<file path="src/rtl/core/wetp_pkg.sv">
// Package for the frame header parser: widths, protocol constants, register
// indexes and the record passed from the byte front end to the verdict stage.
// No dependencies.
`default_nettype none
package wetp_pkg;

	localparam int LEN_BITS = 16;
	localparam int OFF_BITS = ((LEN_BITS > 16) ? LEN_BITS : 16) + 2;
	localparam logic [LEN_BITS-1:0] LEN_MAX = '1;

	localparam logic [7:0] SNAP_SAP = 8'hAA;
	localparam logic [7:0] ETYPE_HI = 8'h08;
	localparam logic [7:0] ETYPE_LO = 8'h00;
	localparam logic [7:0] TCP_PROTO = 8'd6;
	localparam logic [3:0] QOS_SUBTYPE = 4'd8;
	localparam logic [3:0] MIN_HDR_WORDS = 4'd5;
	localparam logic [1:0] FTYPE_DATA = 2'd2;
	localparam logic [1:0] DS_WDS = 2'd3;
	localparam logic [1:0] DS_TO = 2'd1;
	localparam logic [1:0] DS_FROM = 2'd2;
	localparam int ETH_HDR_BYTES = 14;
	localparam int WIFI_HDR_BYTES = 24;
	localparam int WDS_HDR_BYTES = 30;
	localparam int LLC_BYTES = 8;

	localparam logic [2:0] V_DROP = 3'd0;
	localparam logic [2:0] V_MAC = 3'd1;
	localparam logic [2:0] V_IP = 3'd2;
	localparam logic [2:0] V_TCP = 3'd3;
	localparam logic [2:0] V_HTTP = 3'd4;

	localparam logic REG_MODE = 1'b0;
	localparam logic REG_PORT = 1'b1;
	localparam logic [15:0] HTTP_PORT_RST = 16'd80;

	localparam int QDEPTH = 2;
	localparam int OUT_BITS = 240;

	typedef struct packed {
		logic                monitor;
		logic [LEN_BITS-1:0] idx;
		logic [15:0]         rt_len;
		logic [15:0]         fc;
		logic [OFF_BITS-1:0] link_end;
		logic [2:0]          err;
		logic [OFF_BITS-1:0] ip_end;
		logic [OFF_BITS-1:0] tcp_end;
		logic [63:0]         ip_addrs;
		logic [15:0]         ip_extra;
		logic [39:0]         tcp_fields;
		logic [47:0]         src;
		logic [47:0]         dst;
	} frame_rec_t;

endpackage
`default_nettype wire

</file>
<file path="src/rtl/core/wetp_front.sv">
// Byte front end: walks link, IPv4 and TCP headers one byte per cycle while take
// is high, and emits one frame record on the last byte. Depends on wetp_pkg.
`default_nettype none
module wetp_front import wetp_pkg::*; (
	input  wire logic       clk,
	input  wire logic       arst_n,
	input  wire logic       monitor,
	input  wire logic       take,
	input  wire logic [7:0] pkt_byte,
	input  wire logic       last_byte,
	output frame_rec_t      rec
);

	logic [LEN_BITS-1:0] cnt_q;
	logic [15:0]         rt_q, rt_n, fc_q, fc_n;
	logic [OFF_BITS-1:0] le_q, le_n, ie_q, ie_n, te_q, te_n;
	logic [2:0]          pp_q, pp_n;
	logic [63:0]         ipf_q, ipf_n;
	logic [15:0]         ipx_q, ipx_n;
	logic [39:0]         tcpf_q, tcpf_n;
	logic [47:0]         addr_q [4];
	logic [47:0]         addr_n [4];

	logic [OFF_BITS-1:0] i18, p18, d, o, t, hdr, i8;
	logic                link_known, sel_ok;
	logic [1:0]          k;
	logic [47:0]         src, dst;

	always_comb begin
		i18 = OFF_BITS'(cnt_q);
		i8 = i18 + OFF_BITS'(LLC_BYTES);
		rt_n = rt_q; fc_n = fc_q; le_n = le_q; pp_n = pp_q;
		ie_n = ie_q; te_n = te_q; ipf_n = ipf_q; ipx_n = ipx_q; tcpf_n = tcpf_q;
		for (int n = 0; n < 4; n++) addr_n[n] = addr_q[n];
		link_known = 1'b0;
		hdr = '0; d = '0; o = '0; t = '0; k = '0; sel_ok = 1'b0;
		if (monitor) begin
			if (cnt_q == LEN_BITS'(2)) rt_n[7:0] = pkt_byte;
			if (cnt_q == LEN_BITS'(3)) rt_n[15:8] = pkt_byte;
			p18 = OFF_BITS'(rt_n);
			if (i18 >= OFF_BITS'(4) && p18 >= OFF_BITS'(4)) begin
				if (i18 == p18) begin
					fc_n[7:0] = pkt_byte;
				end else if (i18 == p18 + OFF_BITS'(1)) begin
					fc_n[15:8] = pkt_byte;
					hdr = (fc_n[9:8] == DS_WDS) ? OFF_BITS'(WDS_HDR_BYTES)
					                            : OFF_BITS'(WIFI_HDR_BYTES);
					if (fc_n[7:4] == QOS_SUBTYPE) hdr = hdr + OFF_BITS'(2);
					le_n = p18 + hdr + OFF_BITS'(LLC_BYTES);
				end
				d = i18 - p18 - OFF_BITS'(4);
				if (i18 >= p18 + OFF_BITS'(4) && i18 < p18 + OFF_BITS'(22)) begin
					k = (d < OFF_BITS'(6)) ? 2'd0 : (d < OFF_BITS'(12)) ? 2'd1 : 2'd2;
					sel_ok = 1'b1;
				end else if (i18 >= p18 + OFF_BITS'(24) && i18 < p18 + OFF_BITS'(30)) begin
					k = 2'd3;
					sel_ok = 1'b1;
				end
				if (i18 >= p18 + OFF_BITS'(2)) begin
					link_known = 1'b1;
					if ((i8 == le_n || i8 == le_n + OFF_BITS'(1)) && pkt_byte != SNAP_SAP)
						pp_n[0] = 1'b1;
					if (i8 == le_n + OFF_BITS'(6) && pkt_byte != ETYPE_HI) pp_n[0] = 1'b1;
					if (i8 == le_n + OFF_BITS'(7) && pkt_byte != ETYPE_LO) pp_n[0] = 1'b1;
				end
			end
		end else begin
			p18 = '0;
			le_n = OFF_BITS'(ETH_HDR_BYTES);
			link_known = 1'b1;
			if (cnt_q < LEN_BITS'(12)) begin
				k = (cnt_q < LEN_BITS'(6)) ? 2'd0 : 2'd1;
				sel_ok = 1'b1;
			end else if (cnt_q == LEN_BITS'(12) && pkt_byte != ETYPE_HI) begin
				pp_n[0] = 1'b1;
			end else if (cnt_q == LEN_BITS'(13) && pkt_byte != ETYPE_LO) begin
				pp_n[0] = 1'b1;
			end
		end
		if (sel_ok) addr_n[k] = {addr_q[k][39:0], pkt_byte};

		if (link_known && i18 >= le_n) begin
			o = i18 - le_n;
			if (o == '0) begin
				ie_n = le_n + OFF_BITS'({pkt_byte[3:0], 2'b00});
				if (pkt_byte[3:0] < MIN_HDR_WORDS) pp_n[1] = 1'b1;
			end else begin
				if (o == OFF_BITS'(8)) ipx_n[15:8] = pkt_byte;
				else if (o == OFF_BITS'(9)) ipx_n[7:0] = pkt_byte;
				else if (o >= OFF_BITS'(12) && o < OFF_BITS'(20))
					ipf_n = {ipf_q[55:0], pkt_byte};
				if (i18 >= ie_q) begin
					t = i18 - ie_q;
					if (t < OFF_BITS'(4)) begin
						tcpf_n[39:8] = {tcpf_q[31:8], pkt_byte};
					end else if (t == OFF_BITS'(12)) begin
						te_n = ie_q + OFF_BITS'({pkt_byte[7:4], 2'b00});
						if (pkt_byte[7:4] < MIN_HDR_WORDS) pp_n[2] = 1'b1;
					end else if (t == OFF_BITS'(13)) begin
						tcpf_n[7:0] = pkt_byte;
					end
				end
			end
		end

		if (monitor) begin
			unique case (fc_n[9:8])
				2'd0:    begin dst = addr_n[0]; src = addr_n[1]; end
				DS_FROM: begin dst = addr_n[0]; src = addr_n[2]; end
				DS_TO:   begin dst = addr_n[2]; src = addr_n[1]; end
				default: begin dst = addr_n[2]; src = addr_n[3]; end
			endcase
		end else begin
			dst = addr_n[0]; src = addr_n[1];
		end

		rec.monitor = monitor;
		rec.idx = cnt_q;
		rec.rt_len = rt_n;
		rec.fc = fc_n;
		rec.link_end = le_n;
		rec.err = pp_n;
		rec.ip_end = ie_n;
		rec.tcp_end = te_n;
		rec.ip_addrs = ipf_n;
		rec.ip_extra = ipx_n;
		rec.tcp_fields = tcpf_n;
		rec.src = src;
		rec.dst = dst;
	end

	always_ff @(posedge clk) begin
		if (take) for (int n = 0; n < 4; n++) addr_q[n] <= addr_n[n];
	end

	always_ff @(posedge clk or negedge arst_n) begin
		if (!arst_n) begin
			cnt_q <= '0; rt_q <= '0; fc_q <= '0; le_q <= '0; pp_q <= '0;
			ie_q <= '0; te_q <= '0; ipf_q <= '0; ipx_q <= '0; tcpf_q <= '0;
		end else if (take) begin
			if (last_byte) begin
				cnt_q <= '0; rt_q <= '0; fc_q <= '0; le_q <= '0; pp_q <= '0;
				ie_q <= '0; te_q <= '0; ipf_q <= '0; ipx_q <= '0; tcpf_q <= '0;
			end else begin
				if (cnt_q != LEN_MAX) cnt_q <= cnt_q + LEN_BITS'(1);
				rt_q <= rt_n; fc_q <= fc_n; le_q <= le_n; pp_q <= pp_n;
				ie_q <= ie_n; te_q <= te_n; ipf_q <= ipf_n; ipx_q <= ipx_n;
				tcpf_q <= tcpf_n;
			end
		end
	end

endmodule
`default_nettype wire

</file>
<file path="src/rtl/core/wetp_queue.sv">
// Two-entry record queue between the byte front end and the verdict stage.
// Depends on wetp_pkg.
`default_nettype none
module wetp_queue import wetp_pkg::*; (
	input  wire logic clk,
	input  wire logic arst_n,
	input  wire logic push,
	input  wire frame_rec_t din,
	output logic      full,
	output logic      nonempty,
	input  wire logic pop,
	output frame_rec_t dout
);

	frame_rec_t mem_q [QDEPTH];
	logic       wp_q, rp_q;
	logic [1:0] cnt_q;

	assign full = (cnt_q == 2'(QDEPTH));
	assign nonempty = (cnt_q != 2'd0);
	assign dout = mem_q[rp_q];

	always_ff @(posedge clk) begin
		if (push) mem_q[wp_q] <= din;
	end

	always_ff @(posedge clk or negedge arst_n) begin
		if (!arst_n) begin
			wp_q <= 1'b0; rp_q <= 1'b0; cnt_q <= '0;
		end else begin
			if (push) wp_q <= ~wp_q;
			if (pop) rp_q <= ~rp_q;
			cnt_q <= cnt_q + 2'(push) - 2'(pop);
		end
	end

	a_cnt_bound: assert property (@(posedge clk) disable iff (!arst_n)
		cnt_q <= 2'(QDEPTH)) else $error("queue count overflow");
	a_no_push_full: assert property (@(posedge clk) disable iff (!arst_n)
		!(push && full && !pop)) else $error("push into full queue");
	a_no_pop_empty: assert property (@(posedge clk) disable iff (!arst_n)
		pop |-> nonempty) else $error("pop from empty queue");
	a_ptr_track: assert property (@(posedge clk) disable iff (!arst_n)
		(cnt_q == 2'd0 || cnt_q == 2'(QDEPTH)) |-> (wp_q == rp_q))
		else $error("queue pointers out of step");

endmodule
`default_nettype wire

</file>
<file path="src/rtl/core/wetp_back.sv">
// Verdict stage: turns a frame record into the result word and holds it in
// the output register. Depends on wetp_pkg.
`default_nettype none
module wetp_back import wetp_pkg::*; (
	input  wire logic        clk,
	input  wire logic        arst_n,
	input  wire logic [15:0] http_port,
	input  wire logic        have,
	input  wire frame_rec_t  rec,
	output logic             pop,
	output logic             m_tvalid,
	input  wire logic        m_tready,
	output logic [OUT_BITS-1:0] m_tdata
);

	logic [OFF_BITS-1:0] L, p, pay_w;
	logic [2:0]  v;
	logic [47:0] src, dst;
	logic [15:0] pay, dport;
	logic        link_ok, ip_ok;
	logic [OUT_BITS-1:0] word;
	logic        vld_q;
	logic [OUT_BITS-1:0] data_q;

	always_comb begin
		L = OFF_BITS'(rec.idx) + OFF_BITS'(1);
		p = OFF_BITS'(rec.rt_len);
		dport = rec.tcp_fields[23:8];
		pay_w = L - rec.tcp_end;
		pay = (pay_w > OFF_BITS'(16'hFFFF)) ? 16'hFFFF : 16'(pay_w);
		v = V_DROP;
		link_ok = 1'b0;
		ip_ok = 1'b0;
		if (rec.idx == LEN_MAX) begin
			v = V_DROP;
		end else if (rec.monitor) begin
			if (!(L < OFF_BITS'(4) || p < OFF_BITS'(4) || p >= L ||
			      p + OFF_BITS'(WIFI_HDR_BYTES) > L) &&
			    rec.fc[3:2] == FTYPE_DATA &&
			    !(rec.fc[9:8] == DS_WDS && p + OFF_BITS'(WDS_HDR_BYTES) > L)) begin
				v = V_MAC;
				link_ok = !(rec.link_end > L || rec.err[0]);
			end
		end else if (L >= OFF_BITS'(ETH_HDR_BYTES)) begin
			v = V_MAC;
			link_ok = !rec.err[0];
		end
		if (link_ok) begin
			if (L < rec.link_end + OFF_BITS'(20) || rec.err[1] || L < rec.ip_end) begin
				v = V_DROP;
			end else begin
				v = V_IP;
				if (rec.ip_extra[7:0] == TCP_PROTO) begin
					if (L < rec.ip_end + OFF_BITS'(20) || rec.err[2] || L < rec.tcp_end) begin
						v = V_DROP;
					end else begin
						ip_ok = 1'b1;
						v = (dport == http_port && pay != 16'd0) ? V_HTTP : V_TCP;
					end
				end
			end
		end
		src = (v == V_DROP) ? 48'd0 : rec.src;
		dst = (v == V_DROP) ? 48'd0 : rec.dst;
		word = '0;
		word[2:0] = v;
		word[50:3] = src;
		word[98:51] = dst;
		if (v >= V_IP) begin
			word[106:99] = rec.ip_extra[7:0];
			word[138:107] = rec.ip_addrs[63:32];
			word[170:139] = rec.ip_addrs[31:0];
			word[178:171] = rec.ip_extra[15:8];
		end
		if (ip_ok) begin
			word[194:179] = rec.tcp_fields[39:24];
			word[210:195] = dport;
			word[218:211] = rec.tcp_fields[7:0];
			word[234:219] = pay;
		end
	end

	assign pop = have && (!vld_q || m_tready);
	assign m_tvalid = vld_q;
	assign m_tdata = data_q;

	always_ff @(posedge clk) begin
		if (pop) data_q <= word;
	end

	always_ff @(posedge clk or negedge arst_n) begin
		if (!arst_n) begin
			vld_q <= 1'b0;
		end else if (!vld_q || m_tready) begin
			vld_q <= have;
		end
	end

endmodule
`default_nettype wire

</file>
<file path="src/rtl/core/wifi_eth_ipv4_tcp_header_parser_unit.sv">
// Frame header parser top level: one byte per cycle in, one verdict word per frame out.
// m_tvalid is registered; it rises when a queued record enters the output register.
// Throughput: one byte per cycle; s_tready drops only when the 2-record queue is full.
// Reset (arst_n low, async): frame state cleared, monitor mode off, http_port 80.
// Address registers are not reset. Depends on wetp_pkg, wetp_front/queue/back.
`default_nettype none
module wifi_eth_ipv4_tcp_header_parser_unit import wetp_pkg::*; (
	input  wire logic        clk,
	input  wire logic        arst_n,
	input  wire logic        s_tvalid,
	output logic             s_tready,
	input  wire logic [7:0]  s_tdata,   // pkt_byte
	input  wire logic        s_tlast,   // last_byte
	output logic             m_tvalid,
	input  wire logic        m_tready,
	// verdict, src_mac, dst_mac, ip_proto, ip_src, ip_dst, ip_ttl,
	// tcp sport, tcp dport, tcp_flags, tcp payload length, zero pad
	output logic [OUT_BITS-1:0] m_tdata,
	input  wire logic        psel,
	input  wire logic        penable,
	input  wire logic        pwrite,
	input  wire logic [2:0]  paddr,
	input  wire logic [31:0] pwdata,
	output logic [31:0]      prdata,
	output logic             pready
);

	logic        mode_q;
	logic [15:0] port_q;
	logic        take, full, nonempty, pop;
	frame_rec_t  rec_in, rec_out;

	assign pready = 1'b1;
	assign prdata = (paddr[2] == REG_PORT) ? {16'd0, port_q} : {31'd0, mode_q};

	always_ff @(posedge clk or negedge arst_n) begin
		if (!arst_n) begin
			mode_q <= 1'b0;
			port_q <= HTTP_PORT_RST;
		end else if (psel && penable && pwrite) begin
			if (paddr[2] == REG_MODE) mode_q <= pwdata[0];
			else port_q <= pwdata[15:0];
		end
	end

	assign s_tready = !full;
	assign take = s_tvalid && s_tready;

	wetp_front u_front (
		.clk(clk), .arst_n(arst_n), .monitor(mode_q), .take(take),
		.pkt_byte(s_tdata), .last_byte(s_tlast), .rec(rec_in)
	);

	wetp_queue u_queue (
		.clk(clk), .arst_n(arst_n), .push(take && s_tlast), .din(rec_in),
		.full(full), .nonempty(nonempty), .pop(pop), .dout(rec_out)
	);

	wetp_back u_back (
		.clk(clk), .arst_n(arst_n), .http_port(port_q), .have(nonempty),
		.rec(rec_out), .pop(pop), .m_tvalid(m_tvalid), .m_tready(m_tready),
		.m_tdata(m_tdata)
	);

endmodule
`default_nettype wire

</file>
<file path="config.mk">
export PLATFORM = sky130hd
export DESIGN_NAME = wifi_eth_ipv4_tcp_header_parser_unit
export DESIGN_NICKNAME = d
export VERILOG_FILES = /design/src/rtl/core/wetp_pkg.sv /design/src/rtl/core/wetp_front.sv /design/src/rtl/core/wetp_queue.sv /design/src/rtl/core/wetp_back.sv /design/src/rtl/core/wifi_eth_ipv4_tcp_header_parser_unit.sv
export SDC_FILE = /design/constraint.sdc
export NUM_CORES = 2
export LEC_CHECK = 0
export BUFFER_PORTS_ARGS = -buffer_cell sky130_fd_sc_hd__buf_2
export CORE_ASPECT_RATIO = 0.8
export CORE_UTILIZATION = 45
export CTS_BUF_LIST = sky130_fd_sc_hd__clkbuf_8 sky130_fd_sc_hd__clkbuf_16
export DETAILED_ROUTE_END_ITERATION = 16
export HOLD_SLACK_MARGIN = 0.15
export PLACE_DENSITY = 0.73
export SYNTH_ARGS = -nofsm -noshare
export SYNTH_HDL_FRONTEND = slang
export SYNTH_SLANG_ARGS = --single-unit
export TNS_END_PERCENT = 100
</file>
<file path="constraint.sdc">
create_clock -name clk -period 16.1 [get_ports clk]
set_clock_uncertainty 0.15 [all_clocks]
set_input_delay 3.22 -clock clk [delete_from_list [all_inputs] [get_ports clk]]
set_output_delay 3.22 -clock clk [all_outputs]
set_load 0.01 [all_outputs]
</file>
==> flow_summary.yaml <==
yosys:
  syn_inst: 5921
  syn_area_sq_um: 69500
  ys_seq_elements: 1286
  ys_types: 99
  yosysSeqAreaShare_pct: 53.9
  async_reset_ff_share_pct: 18.6
  synth_edf_count: 1047
  ys.flop_type: "edfxtp_1"
  synth.avg_cell_area_sq_um: 11.7
  ys_warn_count: 0
worst_setup_path:
  worst_setup_path_end_kind: "flip-flop"
  r2r_start: "u_front.cnt_q[0]"
  reg2reg_depth: 32
  crit_type: "in -> reg"
  crit_slowest_cell: "mux2i_1"
  cp-start-kind: "primary input"
  worstPathRequired_ns: 16.47
  cp_max_fo: 51
  r2r_end: "u_queue.mem_q[1][114]"
  cp-startpoint: "s_tdata[3]"
  endpoint: "u_queue.mem_q[1][114]"
  crit_top_cell: "buf_4"
  r2r_slack_ns: 3.75
  arrival_ns: 13.51
  crit_path_max_incr_delay_ns: 0.73
cts:
  cts_buffers: 132
  root_buffer: "clkbuf_16"
  cts_tree: "done"
  cts_max_level: 4
  ctsResizeCount: 0
  postCtsHoldBufs: 0
  clk_pin_slew_worst_paths_ns: 0.07
  cts_buffer_depth: 3
  clkLatencyLatePin_ns: 0.78
  post_cts_buffers: 0
  cts.sinks: 1286
cells_and_area:
  syn2layout_area_growth_pct: 11.6
  drive_gt1_share_pct: 15.3
  fill_cells: 13100
  nets: 6458
  final_util_pct: 50.7
timing:
  fin_tns_setup_ns: 0
  slew_headroom_pct: 24.6
  tightest_slew_ns: 1.12
  finalCritPeriodShare_pct: 81.6
  fmax_mhz: 76.1
  finalSetupViolations: 0
  finalCriticalPeriod_ns: 13.14
  hold_viol: 0
  report.final.slew_viol_count: 0
  rsz0062_at_grt: "no"
placed_design:
  gp_congestion: 0.950
  portBuffers: 285
  dp_hpwl_um: 129000
drt:
  wire_per_inst_um: 23.5
  drt_iter0_drc: 5396
  drtAntennaViolNets: 0
  drc: 0
  via_per_inst: 5.91
  wirelength_um: 193000
  first_pass_iters: 6
  vias: 48600
floorplanning:
  die_w_um: 441
  die_h_um: 353
  dieArea_sq_um: 156000
  coreArea_sq_um: 153000
  ioPinCount: 326
  num_rows: 128
  start_util_pct: 45.5
grt:
  grt_pass1_vias: 46200
  grt_max_degree: 165
  grt_first_pass_wirelength_um: 288000
  overflow: 0
  antenna_found_initial: 8
  grt_usage_pct: 24.2
job:
  maxCapViolations: 0
power:
  powerDensity_nw_per_um2: 168
  p_leak_nw: 32.1
  ir_drop_mv: 0.143
min_path:
  hold_path.class: "reg -> reg"
run_status:
  status: "finished, final reports clean"
==> state kept, by name, summed over array words and instances (netlist names), 18 cells and up <==
signal / cells
u_front.ie_q: 18
u_front.te_q: 18
u_queue.mem_q: 620
u_front.ipf_q: 64
u_back.m_tdata: 235
u_front.le_q: 18
u_front.addr_q: 192
u_front.tcpf_q: 40
==> Yosys cell counts, types with 73 or more instances <==
cell / n / area, sq um
xor2_1: 73 / 639
xnor2_1: 214 / 1870
nand3_1: 100 / 500
ha_1: 300 / 3750
dfrtp_1: 237 / 5930
nor2_1: 403 / 1510
nand2_1: 447 / 1680
edfxtp_1: 1047 / 31400
inv_1: 260 / 976
mux2_2: 260 / 2930
o21ai_0: 261 / 1310
clkbuf_1: 262 / 983
mux2i_1: 467 / 4670
and3_1: 113 / 707
a21oi_1: 224 / 1120
==> worst min path at each step <==
stage | start | end | cells past startpoint
floorplan | u_front.fc_q[9] | u_front.fc_q[9] | 2
global placement | u_front.fc_q[9] | u_front.fc_q[9] | 2
detailed placement | u_front.fc_q[9] | u_front.fc_q[9] | 2
CTS | u_front.fc_q[9] | u_front.fc_q[9] | 2
global route | u_front.fc_q[5] | u_front.fc_q[5] | 1
finish | u_front.fc_q[9] | u_front.fc_q[9] | 2
==> through the flow <==
| step | hold WS, ns | area, sq um | power, mW | cells | worst slack (ns) |
|---|---|---|---|---|---|
| floorplan | 0.300 | 69600 | 8.27 | 5941 | 3.17 |
| global route | 0.364 | 77500 | 13.7 | 8218 | 2.72 |
| detailed placement | 0.320 | 73000 | 9.78 | 7981 | 2.71 |
| global placement | 0.314 | 73000 | 9.68 | 7981 | 2.96 |
| CTS | 0.335 | 77500 | 13.0 | 8218 | 3.53 |
| finish | 0.334 | 77500 | 13.0 | 8219 | 2.96 |
==> report_power, final <==
part	leakage, nW	switching, mW	total, mW	internal [mW]
registers	13.2	0.296	4.79	4.49
clock network	2.29	1.34	3.18	1.85
logic	16.6	3.18	5.02	1.84
==> critical path: cells and delay by family <==
| kind | cells | cell delay, ns |
|---|---|---|
| buffers and inverters | 8 | 2.89 |
| adders and majority gates | 2 | 0.90 |
| and+or+nand+nor | 9 | 1.76 |
| AOI/OAI and AO/OA | 9 | 3.37 |
| muxes | 3 | 1.26 |
==> metal layers <==
layer | track usage, % | wire length (um)
met5 | 0 | 0
met2 | 35.8 | 84400
met4 | 7.43 | 5710
met1 | 35.8 | 87500
met3 | 4.43 | 15900
==> final cells by class <==
class                           instances  area (sq um)  share of cell area, %
Antenna cell                            1          2.50                0.00323
Clock buffer                          144          3510                   4.53
Clock inverter                         93          1030                   1.33
Inverter                              266          1010                   1.30
Multi-Input combinational cell       4031         29800                   38.4
Sequential cell                      1286         37400                   48.3
Tap cell                             2015          2520                   3.25
Timing Repair Buffer                  383          2250                   2.90
==> cell usage in the layout, fill, tap and decap left out, types with 33 or more instances in the layout <==
cell type and instances:
o21ai_0 261, or3_1 41, nor2_1 399, a21oi_1 222
buf_2 283, nor4_1 33, and3_1 112, nand2_1 444
mux2_2 259, nand4_1 64, nor3_1 69, o21a_1 45
mux2i_1 463, nand3_1 99, xnor2_1 214, inv_1 286
nand2b_1 44, buf_4 93, nor2b_1 50, dfrtp_1 235
nor3b_1 43, xor2_1 73, clkbuf_16 136, a31oi_1 62
a22o_1 64, edfxtp_1 1047, a221o_1 37, a21o_1 62
o21ba_2 41, o211a_1 41, mux2_1 36, ha_1 300
o21ai_1 72, and2_1 38
==> cells by family (layout without fill, tap and decap cells) <==
| family | after synthesis | count (layout) | share of synthesized area, % |
|---|---|---|---|
| buffers and inverters | 624 | 886 | 3.61 |
| AOI/OAI and AO/OA | 1132 | 1132 | 11.0 |
| muxes | 767 | 767 | 11.6 |
| xor gates and xnor gates | 288 | 288 | 3.64 |
| and+or+nand+nor | 1515 | 1515 | 10.7 |
| adders and majority gates | 307 | 307 | 5.60 |
| DFF | 1286 | 1286 | 53.9 |
| other | 2 | 23 | 0.0108 |
(Power assumes the default switching activity.)
